==> src/rtl/ies_pkg.sv <==
// Interrupt entry sequencer package: beat layouts, codes and the control store.
// No dependencies.
`timescale 1ns / 1ps
`default_nettype none

package ies_pkg;

  localparam int IN_TDATA_W  = 136;
  localparam int OUT_TDATA_W = 160;

  // kinds of input beat
  localparam logic [2:0] K_REQ   = 3'd0;
  localparam logic [2:0] K_SVC   = 3'd1;
  localparam logic [2:0] K_WDONE = 3'd2;
  localparam logic [2:0] K_ACK   = 3'd3;
  localparam logic [2:0] K_READ  = 3'd4;

  // result status
  localparam logic [2:0] ST_NONE  = 3'd0;
  localparam logic [2:0] ST_WRITE = 3'd1;
  localparam logic [2:0] ST_ACK   = 3'd2;
  localparam logic [2:0] ST_READ  = 3'd3;
  localparam logic [2:0] ST_DONE  = 3'd4;
  localparam logic [2:0] ST_FAULT = 3'd5;
  localparam logic [2:0] ST_DROP  = 3'd6;

  // bus sequence phase
  localparam logic [2:0] PH_IDLE = 3'd0;
  localparam logic [2:0] PH_WPC  = 3'd1;
  localparam logic [2:0] PH_WSR  = 3'd2;
  localparam logic [2:0] PH_ACK  = 3'd3;
  localparam logic [2:0] PH_READ = 3'd4;

  // acknowledge reply vector kinds
  localparam logic [1:0] VK_GIVEN = 2'd0;
  localparam logic [1:0] VK_AUTO  = 2'd1;

  localparam logic [7:0]  VEC_AUTO_BASE = 8'd24;
  localparam logic [7:0]  VEC_SPURIOUS  = 8'd24;
  localparam logic [2:0]  LVL_MAX       = 3'd7;
  localparam logic [2:0]  LVL_MIN       = 3'd1;
  localparam logic [15:0] SR_KEEP       = 16'hf8ff;
  localparam logic [15:0] SR_S          = 16'h2000;
  localparam logic [15:0] SR_NO_T       = 16'h7fff;
  localparam logic [31:0] PUSH_PC_OFS   = 32'd4;
  localparam logic [31:0] PUSH_SR_OFS   = 32'd2;

  // datapath actions
  localparam logic [3:0] A_NOP  = 4'd0;
  localparam logic [3:0] A_REQ  = 4'd1;
  localparam logic [3:0] A_NULL = 4'd2;
  localparam logic [3:0] A_CLR  = 4'd3;
  localparam logic [3:0] A_SCAN = 4'd4;
  localparam logic [3:0] A_TAKE = 4'd5;
  localparam logic [3:0] A_WPC  = 4'd6;
  localparam logic [3:0] A_WSR  = 4'd7;
  localparam logic [3:0] A_ACK  = 4'd8;
  localparam logic [3:0] A_READ = 4'd9;

  // jump conditions
  localparam logic [1:0] C_NONE   = 2'd0;
  localparam logic [1:0] C_MORE   = 2'd1;
  localparam logic [1:0] C_MASKED = 2'd2;

  // control store addresses
  localparam int UPC_W = 4;
  localparam logic [UPC_W-1:0] U_REQ  = 4'd0;
  localparam logic [UPC_W-1:0] U_NULL = 4'd1;
  localparam logic [UPC_W-1:0] U_CLR  = 4'd2;
  localparam logic [UPC_W-1:0] U_SCAN = 4'd3;
  localparam logic [UPC_W-1:0] U_TEST = 4'd4;
  localparam logic [UPC_W-1:0] U_TAKE = 4'd5;
  localparam logic [UPC_W-1:0] U_WPC  = 4'd6;
  localparam logic [UPC_W-1:0] U_WSR  = 4'd7;
  localparam logic [UPC_W-1:0] U_ACK  = 4'd8;
  localparam logic [UPC_W-1:0] U_READ = 4'd9;

  typedef struct packed {
    logic [3:0]       act;
    logic [1:0]       cond;
    logic [UPC_W-1:0] tgt;
    logic             last;   // step emits the result beat
  } ies_cw_t;

  typedef struct packed {
    logic       fire;
    logic [3:0] act;
    logic       last;
  } ies_ctl_t;

  typedef struct packed {
    logic more;
    logic masked;
  } ies_cond_t;

  typedef struct packed {
    logic push;
    logic clr;
    logic scan;
    logic remove;
  } ies_qop_t;

  typedef struct packed {
    logic       full;
    logic       empty;
    logic       more;
    logic [2:0] best_lvl;
  } ies_qstat_t;

  // input beat tdata, last member in the lowest bits
  typedef struct packed {
    logic [7:0]  vector_number;
    logic [1:0]  vector_kind;
    logic [31:0] read_data;
    logic        bus_ok;
    logic        is_stopped;
    logic [31:0] cur_ssp;
    logic [31:0] cur_pc;
    logic [15:0] cur_sr;
    logic [7:0]  req_source;
    logic [3:0]  req_level;
  } ies_in_t;

  // result beat tdata
  typedef struct packed {
    logic [2:0]  pad;
    logic        wake;
    logic [31:0] new_ssp;
    logic [15:0] new_sr;
    logic [31:0] new_pc;
    logic [7:0]  ack_source;
    logic [2:0]  ack_level;
    logic        bus_is_word;
    logic [31:0] bus_data;
    logic [31:0] bus_address;
  } ies_out_t;

  function automatic ies_cw_t ucode(input logic [UPC_W-1:0] upc);
    ies_cw_t cw;
    cw = '{act: A_NULL, cond: C_NONE, tgt: U_NULL, last: 1'b1};
    case (upc)
      U_REQ:  cw = '{act: A_REQ,  cond: C_NONE,   tgt: U_NULL, last: 1'b1};
      U_NULL: cw = '{act: A_NULL, cond: C_NONE,   tgt: U_NULL, last: 1'b1};
      U_CLR:  cw = '{act: A_CLR,  cond: C_NONE,   tgt: U_NULL, last: 1'b0};
      U_SCAN: cw = '{act: A_SCAN, cond: C_MORE,   tgt: U_SCAN, last: 1'b0};
      U_TEST: cw = '{act: A_NOP,  cond: C_MASKED, tgt: U_NULL, last: 1'b0};
      U_TAKE: cw = '{act: A_TAKE, cond: C_NONE,   tgt: U_NULL, last: 1'b1};
      U_WPC:  cw = '{act: A_WPC,  cond: C_NONE,   tgt: U_NULL, last: 1'b1};
      U_WSR:  cw = '{act: A_WSR,  cond: C_NONE,   tgt: U_NULL, last: 1'b1};
      U_ACK:  cw = '{act: A_ACK,  cond: C_NONE,   tgt: U_NULL, last: 1'b1};
      U_READ: cw = '{act: A_READ, cond: C_NONE,   tgt: U_NULL, last: 1'b1};
      default: cw = '{act: A_NULL, cond: C_NONE,  tgt: U_NULL, last: 1'b1};
    endcase
    return cw;
  endfunction

  // entry point of the routine for an accepted beat
  function automatic logic [UPC_W-1:0] dispatch(input logic [2:0] kind,
                                                input logic [2:0] phase,
                                                input logic       empty);
    logic [UPC_W-1:0] u;
    u = U_NULL;
    case (kind)
      K_REQ:   u = U_REQ;
      K_SVC:   u = (phase == PH_IDLE && !empty) ? U_CLR : U_NULL;
      K_WDONE: u = (phase == PH_WPC) ? U_WPC : ((phase == PH_WSR) ? U_WSR : U_NULL);
      K_ACK:   u = (phase == PH_ACK) ? U_ACK : U_NULL;
      K_READ:  u = (phase == PH_READ) ? U_READ : U_NULL;
      default: u = U_NULL;
    endcase
    return u;
  endfunction

endpackage

`default_nettype wire

==> src/rtl/interrupt_entry_sequencer.sv <==
// Interrupt entry sequencer top level: beat capture, entry datapath, result register.
// Depends on ies_pkg, ies_useq and ies_queue.
//
//  channel | group                  | direction | contents
//  --------+------------------------+-----------+----------------------------------
//  in_     | tvalid tready tuser tdata | slave  | request, service attempt, bus replies
//  out_    | tvalid tready tuser tdata | master | one status beat per input beat
//
// Cycles: a beat is taken when the sequencer is free and runs through the
// microprogram; requests and bus replies need one step, a service attempt
// one or, in phase idle with N >= 1 pending, 3 + N steps (the scan reads one
// entry a cycle). The next beat is taken in the cycle after the result step.
// Reset: synchronous, active low; queue empty, phase idle, no beat held.
// Stalls: a held result only blocks the next result step; a beat may still
// be taken and its non-result steps run meanwhile.
`timescale 1ns / 1ps
`default_nettype none

module interrupt_entry_sequencer #(
  parameter int QUEUE_DEPTH = 8,
  parameter int SOURCE_BITS = 8
) (
  input  wire logic                               clk,
  input  wire logic                               rst_n,
  input  wire logic                               in_tvalid,
  output logic                                    in_tready,
  // kind [2:0]
  input  wire logic [2:0]                         in_tuser,
  // req_level [3:0], req_source [11:4], cur_sr [27:12], cur_pc [59:28],
  // cur_ssp [91:60], is_stopped [92], bus_ok [93], read_data [125:94],
  // vector_kind [127:126], vector_number [135:128]
  input  wire logic [ies_pkg::IN_TDATA_W-1:0]     in_tdata,
  output logic                                    out_tvalid,
  input  wire logic                               out_tready,
  // status [2:0]
  output logic [2:0]                              out_tuser,
  // bus_address [31:0], bus_data [63:32], bus_is_word [64], ack_level [67:65],
  // ack_source [75:68], new_pc [107:76], new_sr [123:108], new_ssp [155:124],
  // wake [156], zero [159:157]
  output logic [ies_pkg::OUT_TDATA_W-1:0]         out_tdata
);

  localparam int IDX_W = (QUEUE_DEPTH > 1) ? $clog2(QUEUE_DEPTH) : 1;
  localparam int CNT_W = $clog2(QUEUE_DEPTH + 1);

  // captured beat
  ies_pkg::ies_in_t  item_r;

  // entry state
  logic [2:0]             phase_r, phase_nxt;
  logic [15:0]            saved_sr_r, saved_sr_nxt;
  logic [31:0]            saved_pc_r, saved_pc_nxt;
  logic [15:0]            work_sr_r, work_sr_nxt;
  logic [31:0]            work_ssp_r, work_ssp_nxt;
  logic [2:0]             chosen_lvl_r, chosen_lvl_nxt;
  logic [SOURCE_BITS-1:0] chosen_src_r, chosen_src_nxt;
  logic [IDX_W-1:0]       chosen_slot_r, chosen_slot_nxt;

  // result register
  logic              out_valid_r;
  logic [2:0]        out_st_r;
  ies_pkg::ies_out_t out_data_r;
  logic [2:0]        st_nxt;
  ies_pkg::ies_out_t res_nxt;
  logic              out_free;

  // control
  logic                       accept;
  logic                       idle;
  logic [ies_pkg::UPC_W-1:0]  entry;
  ies_pkg::ies_ctl_t          ctl;
  ies_pkg::ies_cond_t         cond;
  ies_pkg::ies_qop_t          q_op;
  ies_pkg::ies_qstat_t        q_stat;
  logic [IDX_W-1:0]           q_best_slot;
  logic [SOURCE_BITS-1:0]     q_best_src;

  // datapath helpers
  logic [2:0]             req_lvl;
  logic [15:0]            req_src_ext;
  logic [SOURCE_BITS-1:0] req_src;
  logic [15:0]            ack_src_ext;
  logic [2:0]             sr_mask;
  logic [7:0]             vec;
  logic [31:0]            ssp_wpc;
  logic [31:0]            ssp_wsr;

  assign in_tready = idle;
  assign accept    = in_tvalid && idle;
  assign out_free  = !out_valid_r || out_tready;
  assign entry     = ies_pkg::dispatch(in_tuser, phase_r, q_stat.empty);

  always_ff @(posedge clk) begin
    if (accept) begin
      item_r <= ies_pkg::ies_in_t'(in_tdata);
    end
  end

  ies_useq u_useq (
    .clk      (clk),
    .rst_n    (rst_n),
    .start    (accept),
    .entry    (entry),
    .cond     (cond),
    .out_free (out_free),
    .ctl      (ctl),
    .idle     (idle)
  );

  ies_queue #(
    .DEPTH (QUEUE_DEPTH),
    .SRC_W (SOURCE_BITS),
    .IDX_W (IDX_W),
    .CNT_W (CNT_W)
  ) u_queue (
    .clk       (clk),
    .rst_n     (rst_n),
    .op        (q_op),
    .push_lvl  (req_lvl),
    .push_src  (req_src),
    .rm_slot   (chosen_slot_r),
    .stat      (q_stat),
    .best_slot (q_best_slot),
    .best_src  (q_best_src)
  );

  // level clamped into 1..7
  always_comb begin
    if (item_r.req_level > 4'(ies_pkg::LVL_MAX)) begin
      req_lvl = ies_pkg::LVL_MAX;
    end else if (item_r.req_level < 4'(ies_pkg::LVL_MIN)) begin
      req_lvl = ies_pkg::LVL_MIN;
    end else begin
      req_lvl = item_r.req_level[2:0];
    end
  end

  assign req_src_ext = 16'(item_r.req_source);
  assign req_src     = req_src_ext[SOURCE_BITS-1:0];
  assign ack_src_ext = 16'(chosen_src_r);

  // level 7 is never masked
  assign sr_mask     = item_r.cur_sr[10:8];
  assign cond.more   = q_stat.more;
  assign cond.masked = (q_stat.best_lvl <= sr_mask) && (q_stat.best_lvl != ies_pkg::LVL_MAX);

  assign ssp_wpc = item_r.cur_ssp - ies_pkg::PUSH_PC_OFS;
  assign ssp_wsr = work_ssp_r - ies_pkg::PUSH_SR_OFS;

  always_comb begin
    case (item_r.vector_kind)
      ies_pkg::VK_GIVEN: vec = item_r.vector_number;
      ies_pkg::VK_AUTO:  vec = ies_pkg::VEC_AUTO_BASE + 8'(chosen_lvl_r);
      default:           vec = ies_pkg::VEC_SPURIOUS;
    endcase
  end

  always_comb begin
    phase_nxt       = phase_r;
    saved_sr_nxt    = saved_sr_r;
    saved_pc_nxt    = saved_pc_r;
    work_sr_nxt     = work_sr_r;
    work_ssp_nxt    = work_ssp_r;
    chosen_lvl_nxt  = chosen_lvl_r;
    chosen_src_nxt  = chosen_src_r;
    chosen_slot_nxt = chosen_slot_r;
    st_nxt          = ies_pkg::ST_NONE;
    res_nxt         = '0;
    q_op            = '0;
    if (ctl.fire) begin
      case (ctl.act)
        ies_pkg::A_REQ: begin
          if (q_stat.full) begin
            st_nxt = ies_pkg::ST_DROP;
          end else begin
            q_op.push = 1'b1;
          end
        end
        ies_pkg::A_CLR: begin
          q_op.clr = 1'b1;
        end
        ies_pkg::A_SCAN: begin
          q_op.scan = 1'b1;
        end
        ies_pkg::A_TAKE: begin
          chosen_slot_nxt     = q_best_slot;
          chosen_lvl_nxt      = q_stat.best_lvl;
          chosen_src_nxt      = q_best_src;
          saved_sr_nxt        = item_r.cur_sr;
          saved_pc_nxt        = item_r.cur_pc;
          // new mask, S set, T cleared
          work_sr_nxt         = ((item_r.cur_sr & ies_pkg::SR_KEEP)
                                | {5'b0, q_stat.best_lvl, 8'b0}
                                | ies_pkg::SR_S) & ies_pkg::SR_NO_T;
          work_ssp_nxt        = ssp_wpc;
          phase_nxt           = ies_pkg::PH_WPC;
          st_nxt              = ies_pkg::ST_WRITE;
          res_nxt.bus_address = ssp_wpc;
          res_nxt.bus_data    = item_r.cur_pc;
          res_nxt.wake        = item_r.is_stopped;
        end
        ies_pkg::A_WPC: begin
          if (item_r.bus_ok) begin
            work_ssp_nxt        = ssp_wsr;
            phase_nxt           = ies_pkg::PH_WSR;
            st_nxt              = ies_pkg::ST_WRITE;
            res_nxt.bus_address = ssp_wsr;
            res_nxt.bus_data    = 32'(saved_sr_r);
            res_nxt.bus_is_word = 1'b1;
          end else begin
            phase_nxt = ies_pkg::PH_IDLE;
            st_nxt    = ies_pkg::ST_FAULT;
          end
        end
        ies_pkg::A_WSR: begin
          if (item_r.bus_ok) begin
            phase_nxt          = ies_pkg::PH_ACK;
            st_nxt             = ies_pkg::ST_ACK;
            res_nxt.ack_level  = chosen_lvl_r;
            res_nxt.ack_source = ack_src_ext[7:0];
          end else begin
            phase_nxt = ies_pkg::PH_IDLE;
            st_nxt    = ies_pkg::ST_FAULT;
          end
        end
        ies_pkg::A_ACK: begin
          phase_nxt           = ies_pkg::PH_READ;
          st_nxt              = ies_pkg::ST_READ;
          res_nxt.bus_address = {22'b0, vec, 2'b00};
        end
        ies_pkg::A_READ: begin
          phase_nxt = ies_pkg::PH_IDLE;
          if (item_r.bus_ok) begin
            st_nxt          = ies_pkg::ST_DONE;
            res_nxt.new_pc  = item_r.read_data;
            res_nxt.new_sr  = work_sr_r;
            res_nxt.new_ssp = work_ssp_r;
            q_op.remove     = 1'b1;
          end else begin
            st_nxt = ies_pkg::ST_FAULT;
          end
        end
        default: begin
        end
      endcase
    end
  end

  always_ff @(posedge clk) begin
    if (!rst_n) begin
      phase_r       <= ies_pkg::PH_IDLE;
      chosen_slot_r <= '0;
      out_valid_r   <= 1'b0;
    end else begin
      phase_r       <= phase_nxt;
      chosen_slot_r <= chosen_slot_nxt;
      if (ctl.fire && ctl.last) begin
        out_valid_r <= 1'b1;
      end else if (out_tready) begin
        out_valid_r <= 1'b0;
      end
    end
  end

  always_ff @(posedge clk) begin
    saved_sr_r   <= saved_sr_nxt;
    saved_pc_r   <= saved_pc_nxt;
    work_sr_r    <= work_sr_nxt;
    work_ssp_r   <= work_ssp_nxt;
    chosen_lvl_r <= chosen_lvl_nxt;
    chosen_src_r <= chosen_src_nxt;
    if (ctl.fire && ctl.last) begin
      out_st_r   <= st_nxt;
      out_data_r <= res_nxt;
    end
  end

  // routine for a beat of unknown kind also lands on the null step
  assign out_tvalid = out_valid_r;
  assign out_tuser  = out_st_r;
  assign out_tdata  = out_data_r;

endmodule

`default_nettype wire

==> src/rtl/ies_useq.sv <==
// Micro-sequencer: step counter over the control store, conditional jumps.
// Depends on ies_pkg.
`timescale 1ns / 1ps
`default_nettype none

module ies_useq (
  input  wire logic                        clk,
  input  wire logic                        rst_n,
  input  wire logic                        start,
  input  wire logic [ies_pkg::UPC_W-1:0]   entry,
  input  wire ies_pkg::ies_cond_t          cond,
  input  wire logic                        out_free,
  output ies_pkg::ies_ctl_t                ctl,
  output logic                             idle
);

  logic                      busy_r, busy_nxt;
  logic [ies_pkg::UPC_W-1:0] upc_r, upc_nxt;
  ies_pkg::ies_cw_t          cw;
  logic                      fire;
  logic                      take_jump;

  assign cw   = ies_pkg::ucode(upc_r);
  // a result step waits for the output register
  assign fire = busy_r && (!cw.last || out_free);

  always_comb begin
    case (cw.cond)
      ies_pkg::C_MORE:   take_jump = cond.more;
      ies_pkg::C_MASKED: take_jump = cond.masked;
      default:           take_jump = 1'b0;
    endcase
  end

  always_comb begin
    busy_nxt = busy_r;
    upc_nxt  = upc_r;
    if (start) begin
      busy_nxt = 1'b1;
      upc_nxt  = entry;
    end else if (fire) begin
      if (cw.last) begin
        busy_nxt = 1'b0;
      end else if (take_jump) begin
        upc_nxt = cw.tgt;
      end else begin
        upc_nxt = upc_r + ies_pkg::UPC_W'(1);
      end
    end
  end

  always_ff @(posedge clk) begin
    if (!rst_n) begin
      busy_r <= 1'b0;
      upc_r  <= ies_pkg::U_NULL;
    end else begin
      busy_r <= busy_nxt;
      upc_r  <= upc_nxt;
    end
  end

  assign ctl  = '{fire: fire, act: cw.act, last: cw.last};
  assign idle = !busy_r;

endmodule

`default_nettype wire

==> src/rtl/ies_queue.sv <==
// Pending request queue: append, one-entry-a-cycle priority scan, shift-down removal.
// Depends on ies_pkg.
`timescale 1ns / 1ps
`default_nettype none

module ies_queue #(
  parameter int DEPTH = 8,
  parameter int SRC_W = 8,
  parameter int IDX_W = (DEPTH > 1) ? $clog2(DEPTH) : 1,
  parameter int CNT_W = $clog2(DEPTH + 1)
) (
  input  wire logic                 clk,
  input  wire logic                 rst_n,
  input  wire ies_pkg::ies_qop_t    op,
  input  wire logic [2:0]           push_lvl,
  input  wire logic [SRC_W-1:0]     push_src,
  input  wire logic [IDX_W-1:0]     rm_slot,
  output ies_pkg::ies_qstat_t       stat,
  output logic [IDX_W-1:0]          best_slot,
  output logic [SRC_W-1:0]          best_src
);

  logic [2:0]       lvl_q [DEPTH];
  logic [SRC_W-1:0] src_q [DEPTH];
  logic [CNT_W-1:0] count_r, count_nxt;
  logic [IDX_W-1:0] idx_r;
  logic [2:0]       best_lvl_r;
  logic [IDX_W-1:0] best_slot_r;
  logic [SRC_W-1:0] best_src_r;
  logic             full;
  logic             do_push;
  logic             do_rm;
  logic [2:0]       scan_lvl;
  logic [SRC_W-1:0] scan_src;

  assign full     = (count_r == CNT_W'(DEPTH));
  assign do_push  = op.push && !full;
  assign do_rm    = op.remove && (count_r != '0);
  assign scan_lvl = lvl_q[idx_r];
  assign scan_src = src_q[idx_r];

  always_comb begin
    count_nxt = count_r;
    if (do_push) begin
      count_nxt = count_r + CNT_W'(1);
    end else if (do_rm) begin
      count_nxt = count_r - CNT_W'(1);
    end
  end

  // entry storage, no reset: only entries below the count are read
  always_ff @(posedge clk) begin
    for (int i = 0; i < DEPTH; i++) begin
      if (do_push && count_r[IDX_W-1:0] == IDX_W'(i)) begin
        lvl_q[i] <= push_lvl;
        src_q[i] <= push_src;
      end else if (do_rm && IDX_W'(i) >= rm_slot && i + 1 < DEPTH) begin
        lvl_q[i] <= lvl_q[(i + 1 < DEPTH) ? i + 1 : i];
        src_q[i] <= src_q[(i + 1 < DEPTH) ? i + 1 : i];
      end
    end
  end

  // scan: strict compare keeps the oldest of equal levels
  always_ff @(posedge clk) begin
    if (!rst_n) begin
      count_r     <= '0;
      idx_r       <= '0;
      best_lvl_r  <= '0;
      best_slot_r <= '0;
    end else begin
      count_r <= count_nxt;
      if (op.clr) begin
        idx_r       <= '0;
        best_lvl_r  <= '0;
        best_slot_r <= '0;
      end else if (op.scan) begin
        idx_r <= idx_r + IDX_W'(1);
        if (scan_lvl > best_lvl_r) begin
          best_lvl_r  <= scan_lvl;
          best_slot_r <= idx_r;
        end
      end
    end
  end

  always_ff @(posedge clk) begin
    if (op.scan && scan_lvl > best_lvl_r) begin
      best_src_r <= scan_src;
    end
  end

  assign stat.full     = full;
  assign stat.empty    = (count_r == '0);
  assign stat.more     = (CNT_W'(idx_r) + CNT_W'(1)) < count_r;
  assign stat.best_lvl = best_lvl_r;
  assign best_slot     = best_slot_r;
  assign best_src      = best_src_r;

endmodule

`default_nettype wire

==> config.mk <==
export PLATFORM = sky130hd
export DESIGN_NAME = interrupt_entry_sequencer
export DESIGN_NICKNAME = d
export VERILOG_FILES = /design/src/rtl/ies_pkg.sv /design/src/rtl/interrupt_entry_sequencer.sv /design/src/rtl/ies_useq.sv /design/src/rtl/ies_queue.sv
export SDC_FILE = /design/constraint.sdc
export NUM_CORES = 1
export LEC_CHECK = 0
export BUFFER_PORTS_ARGS = -buffer_cell sky130_fd_sc_hd__buf_2
export CAP_MARGIN = 0
export CORE_ASPECT_RATIO = 2
export CORE_MARGIN = 4
export CORE_UTILIZATION = 40
export CTS_BUF_LIST = sky130_fd_sc_hd__clkbuf_16
export DETAILED_ROUTE_END_ITERATION = 16
export PLACE_DENSITY = 0.56
export SLEW_MARGIN = 30
export SYNTH_ARGS = -nofsm -noshare
export SYNTH_HDL_FRONTEND = slang
export SYNTH_SLANG_ARGS = --single-unit
==> constraint.sdc <==
create_clock -name clk -period 17.08 [get_ports clk]
set_input_delay 3.416 -clock clk [delete_from_list [all_inputs] [get_ports clk]]
set_output_delay 3.416 -clock clk [all_outputs]
set_load 0.005 [all_outputs]
* Word-level counts from Yosys, hierarchy flattened
Memory sizes are Yosys's and may differ from the RTL's. A register that Yosys moved wholly into a read port is not among the register bits.
Cells that the tools add are included.
** Operators by class
- Add/sub/neg operators :: 8
- Bitwise operators :: 16
- Eq/ne operators :: 30
- Order comparisons :: 12
- Mux-type cells :: 102
- Reduce and logical (&&, ||, !) cells :: 54
** Operators with widths (number)
- 32-bit case mux with 2 select lines :: 2
- 32-bit case mux with 3 select lines :: 1
- 65-bit 2-to-1 mux :: 1
- 8-bit 2-to-1 mux :: 8
- 3-bit 2-to-1 mux :: 19
- 1-bit 2-to-1 mux :: 51
- 4-bit 2-to-1 mux :: 11
- 32-bit 2-to-1 mux :: 1
- 32-bit by 2-bit subtractor with 32-bit output (second input constant) :: 1
- 32-bit by 3-bit subtractor with 32-bit output (second input constant) :: 1
- 1-bit logical AND :: 23
- 4-bit case mux with 5 select lines :: 1
- 3-bit by 2-bit == test with 1-bit output (second input constant) :: 6
- 3-bit == test (second input constant) :: 6
- 3-bit case mux with 6 select lines :: 1
- 4-bit by 3-bit == test with 1-bit output (second input constant) :: 4
- 8-bit case mux with 2 select lines :: 1
- 15-bit by 11-bit bitwise OR with 15-bit output :: 1
- 3-bit case mux with 5 select lines :: 1
- 1-bit bitwise OR :: 14
- 4-bit == test (second input constant) :: 3
- 2-bit AND reduction :: 6
- 2-bit nonzero test :: 5
- 3-bit by 1-bit == test with 1-bit output (second input constant) :: 3
- other kinds (33) :: 51
** Storage, ports and cells
- Bits in writable memories :: 88
- Memory bits (read-only) :: 128
- Bits of input ports :: 143
- Output and inout bits :: 165
- Memories :: 3
- Flip-flop bits (word level) :: 393
** Memories
- (name not given) :: depth 16, bits a word 8, read ports 1, clocked after Yosys merged registers in 1, write ports 0, RTL line ies_pkg.sv:141 : case (upc)
- u_queue.src_q :: depth 8, bits a word 8, read ports 8, clocked after Yosys merged registers in 1, write ports 7, RTL line ies_queue.sv:24 : logic [SRC_W-1:0] src_q [DEPTH];
- u_queue.lvl_q :: depth 8, bits a word 3, read ports 8, clocked after Yosys merged registers in 1, write ports 7, RTL line ies_queue.sv:23 : logic [2:0] lvl_q [DEPTH];

* Depth between registers and ports, before layout
- Word-level depth :: 12
- Mapped depth :: 14
- Mapped depth without buffers :: 13

* Hierarchy
From an unflattened synthesis, not the netlist that was laid out.
** Unflattened totals
- Cell total of the unflattened synthesis :: 1431
- Area total of the unflattened synthesis :: 21066.5 sq um
** Modules (own cells, without submodules)
- interrupt_entry_sequencer :: instances 1, cells each 992, area an instance 14586.5 sq um, sequential area each 10770.3 sq um
- ies_queue :: instances 1, cells each 352, area an instance 5700.5 sq um, sequential area each 3203.1 sq um
- ies_useq :: instances 1, cells each 87, area an instance 779.5 sq um, sequential area each 240.2 sq um

* Least setup slack after synthesis
OpenSTA, ideal clock, no wires.
- Path kind :: input to register
- Start :: input port out_tready
- End :: register out_data_r (netlist bit out_tdata[0]) (enable)
- Stages on the path :: 2
- Data required time :: 16379 ps
- Slack :: 5811 ps
- Data arrival time :: 10568 ps
- Cells stage by stage :: nand2b_1 > nor2b_1
** Between the ends
- Longest elaborated chain between the ends :: 4
** RTL lines
- from (decl) :: RTL line interrupt_entry_sequencer.sv:34 : input wire logic out_tready,
- 1-bit logical OR :: RTL line interrupt_entry_sequencer.sv:90 : assign out_free = !out_valid_r || out_tready;
- 1-bit logical OR :: RTL line ies_useq.sv:25 : assign fire = busy_r && (!cw.last || out_free);
- 1-bit logical AND :: RTL line ies_useq.sv:25
- 1-bit logical AND :: RTL line interrupt_entry_sequencer.sv:272 : if (ctl.fire && ctl.last) begin
- to (signal assigned) :: RTL line interrupt_entry_sequencer.sv:274 : out_data_r <= res_nxt;
- to (decl) :: RTL line interrupt_entry_sequencer.sv:62 : ies_pkg::ies_out_t out_data_r;
Every way passes these cells.
A chain may end at the register's enable or synchronous reset.

==> flow_summary.toml <==
[detailed_routing]
wl_per_cell_um = 20.91
drt_wl_total_um = 50440
first_iter_violations = 956
drc = 0
dr.pass1.iters = 5
drt-vias-per-instance = 5.171
via_count = 12470
ant_nets = 0

[synthesis]
synth_edf_count = 450
synth_area_leaders = "edfxtp_1 (67%), dfxtp_1 (3.5%), and2_1 (2.9%), mux2_2 (2.7%), nor2_1 (2.6%)"
synth_cell_type_count = 68
netlist_instances = 1414
synth.most_common_cell = "edfxtp_1"
yosys_warnings = 0
yosysTopAreaCell = "edfxtp_1"
synth-main-ff-cell = "edfxtp_1"
syn_area_per_cell_um2 = 14.29
synth_top_cell_area_share = 0.6688
ys_seq_area_frac = 0.7035
syn_area_um2 = 20200
async_flop_share = 0
synth_seq_cells = 485
yosys-top-cells-count = "edfxtp_1 (450), nor2_1 (138), nand2_1 (123), and2_1 (95), a21oi_1 (61)"

[placed_design]
dp_hpwl_um = 36910
port_buffers = 303
gp_congestion = 0.8643
place_area_um2 = 22490

[timing]
max_freq_mhz = 157.2
post-route-period-util = 0.3723
fin_skew_ns = 0.01502
worst_slew_pin_slew_ns = 1.022
rsz0062_at_grt = "no"
relSlewSlack = 0.3132
period_minus_slack_ns = 6.359
setup_viol = 0
fin_tns_setup_ns = 0
drv_slew = 0
hold_viol_final = 0

[global_routing]
grt_util_met3 = 0.02793
use_met2 = 0.3408
busiest_layer = "met2"
grt_max_degree = 82
grt_pass1_wl_um = 75970
grt_usage = 0.1807
grt_pass1_vias = 12740
met1_usage = 0.1987
antenna_found_initial = 9
overflow = 0

[floorplanning]
initial_utilization = 0.4035
die_w_um = 166.9
io-pin-count = 308
die_y_um = 325.8
coreArea_um2 = 50070
dieArea_um2 = 54390
row_count = 116

[clocking]
ctsResizeCount = 0
clock_path_buffers = 3
cts_tree = "done"
hold_buffers = 0
cts_buffers = 45
htree_levels = 2
cts.clk_slew.worst_paths_ns = 0.06
cts.sinks = 485
clkLatencyLatePin_ns = 0.57
cts_root_buf = "clkbuf_16"
cts_setup_buffers = 0

[worst_setup_path]
crit_fanout = 16
end_kind = "flop"
critPathKind = "input port to flop"
arrival_ns = 6.57
r2r_cells = 7
worstPathRequired_ns = 17.29
cp-start-kind = "input port"

[power_and_ir_drop]
leakage_nw = 8.694
powerDensity_nw_per_um2 = 104.9
irDropWorstVdd_mv = 0.07276

[job]
cap_violations = 0

[final_layout]
multi_input_area_um2 = 5688
layout.nets = 1886
area_growth_pct = 18.63
fillerInstances = 4483
design_area_um2 = 23970
drive_gt1_frac = 0.2736
register_area_um2 = 14210

[min_path]
worstHoldPathType = "flop to flop"
hold_depth = 0

[run_status]
outcome = "completed"
-- layout make-up --
class	count	area share
repair buffers	322	0.06953
clock inverters	37	0.01263
clock buffers	46	0.04803
well taps	649	0.03388
multi-input cells	837	0.2373
inverters	31	0.005064
flip-flops and latches	485	0.5930
diodes	5	0.0005220
-- cells by family (layout without fill, tap and decap cells) --
family	after synthesis	after routing	share of synthesized area
and+or+nand+nor	497	497	0.1237
DFF	485	485	0.7035
AOI/OAI and AO/OA	162	162	0.05221
buffers and inverters	95	436	0.01858
muxes	89	89	0.06075
xor gates and xnor gates	64	64	0.02774
adders and majority gates	21	21	0.01338
other	1	9	0.0001856
-- worst max-delay path: stages --
cell and delay (ns):
buf_2 0.09, nand3b_1 0.20, nand3_1 0.23, or2_2 0.46
nor3_2 0.52, nand2b_1 0.52, nor2_2 0.66, a21o_1 0.47
-- metrics by stage --
stage	power (mW)	setup slack, ns	util	std cells	hold slack (ns)
finish	2.515	10.72	0.4787	2412	0.4153
global route	2.610	10.48	0.4787	2412	0.4157
CTS	2.549	10.68	0.4782	2407	0.4157
detailed placement	1.546	10.07	0.4492	2324	0.4054
global placement	1.543	9.911	0.4485	2324	0.4024
floorplan	1.476	5.811	-	1417	0.4003
-- layout by cell type, fill, tap and decap left out, drive strengths merged, types with 35 or more instances in the layout --
cell type,netlist,routed
a21oi,61,61
and2,96,96
buf,10,322
clkbuf,54,46
dfxtp,35,35
edfxtp,450,450
inv,31,41
mux2,49,49
nand2,123,123
nor2,138,138
-- per-layer routing --
| layer | vias up | share of wire |
|---|---|---|
| li1 | 5827 | - |
| met1 | 6115 | 0.35 |
| met2 | 423 | 0.55 |
| met3 | 108 | 0.054 |
| met4 | 0 | 0.042 |
| met5 | - | 0 |
-- report_power, final --
part | leakage, nW | internal [mW] | switching (mW)
Clock | 0.740 | 0.554 | 0.443
Sequential | 4.49 | 1.36 | 0.0254
Combinational | 3.47 | 0.0519 | 0.0829
-- sequential cells by signal (all words and copies together) (netlist names), 4 cells and up, named ones only --
signal / flops
u_useq.upc_r: 4
req_src: 8
u_queue.src_q: 64
chosen_src_r: 8
u_queue.lvl_q: 24
u_queue.best_src: 8
u_useq.cw: 7
u_queue.count_r: 4
work_ssp_r: 32
item_r: 128
out_tdata: 156
saved_sr_r: 16
-- final timing paths --
kind	startpoint	slack [ns]	end
max	out_tready	10.72	u_queue.src_q[0][3]
min	u_queue.best_src[0]	0.42	chosen_src_r[0]
max reg2reg	u_useq.cw[10]	13.25	u_queue.src_q[0][3]
min reg2reg	u_queue.best_src[0]	0.42	chosen_src_r[0]
Power figures use the tool's default switching activity.
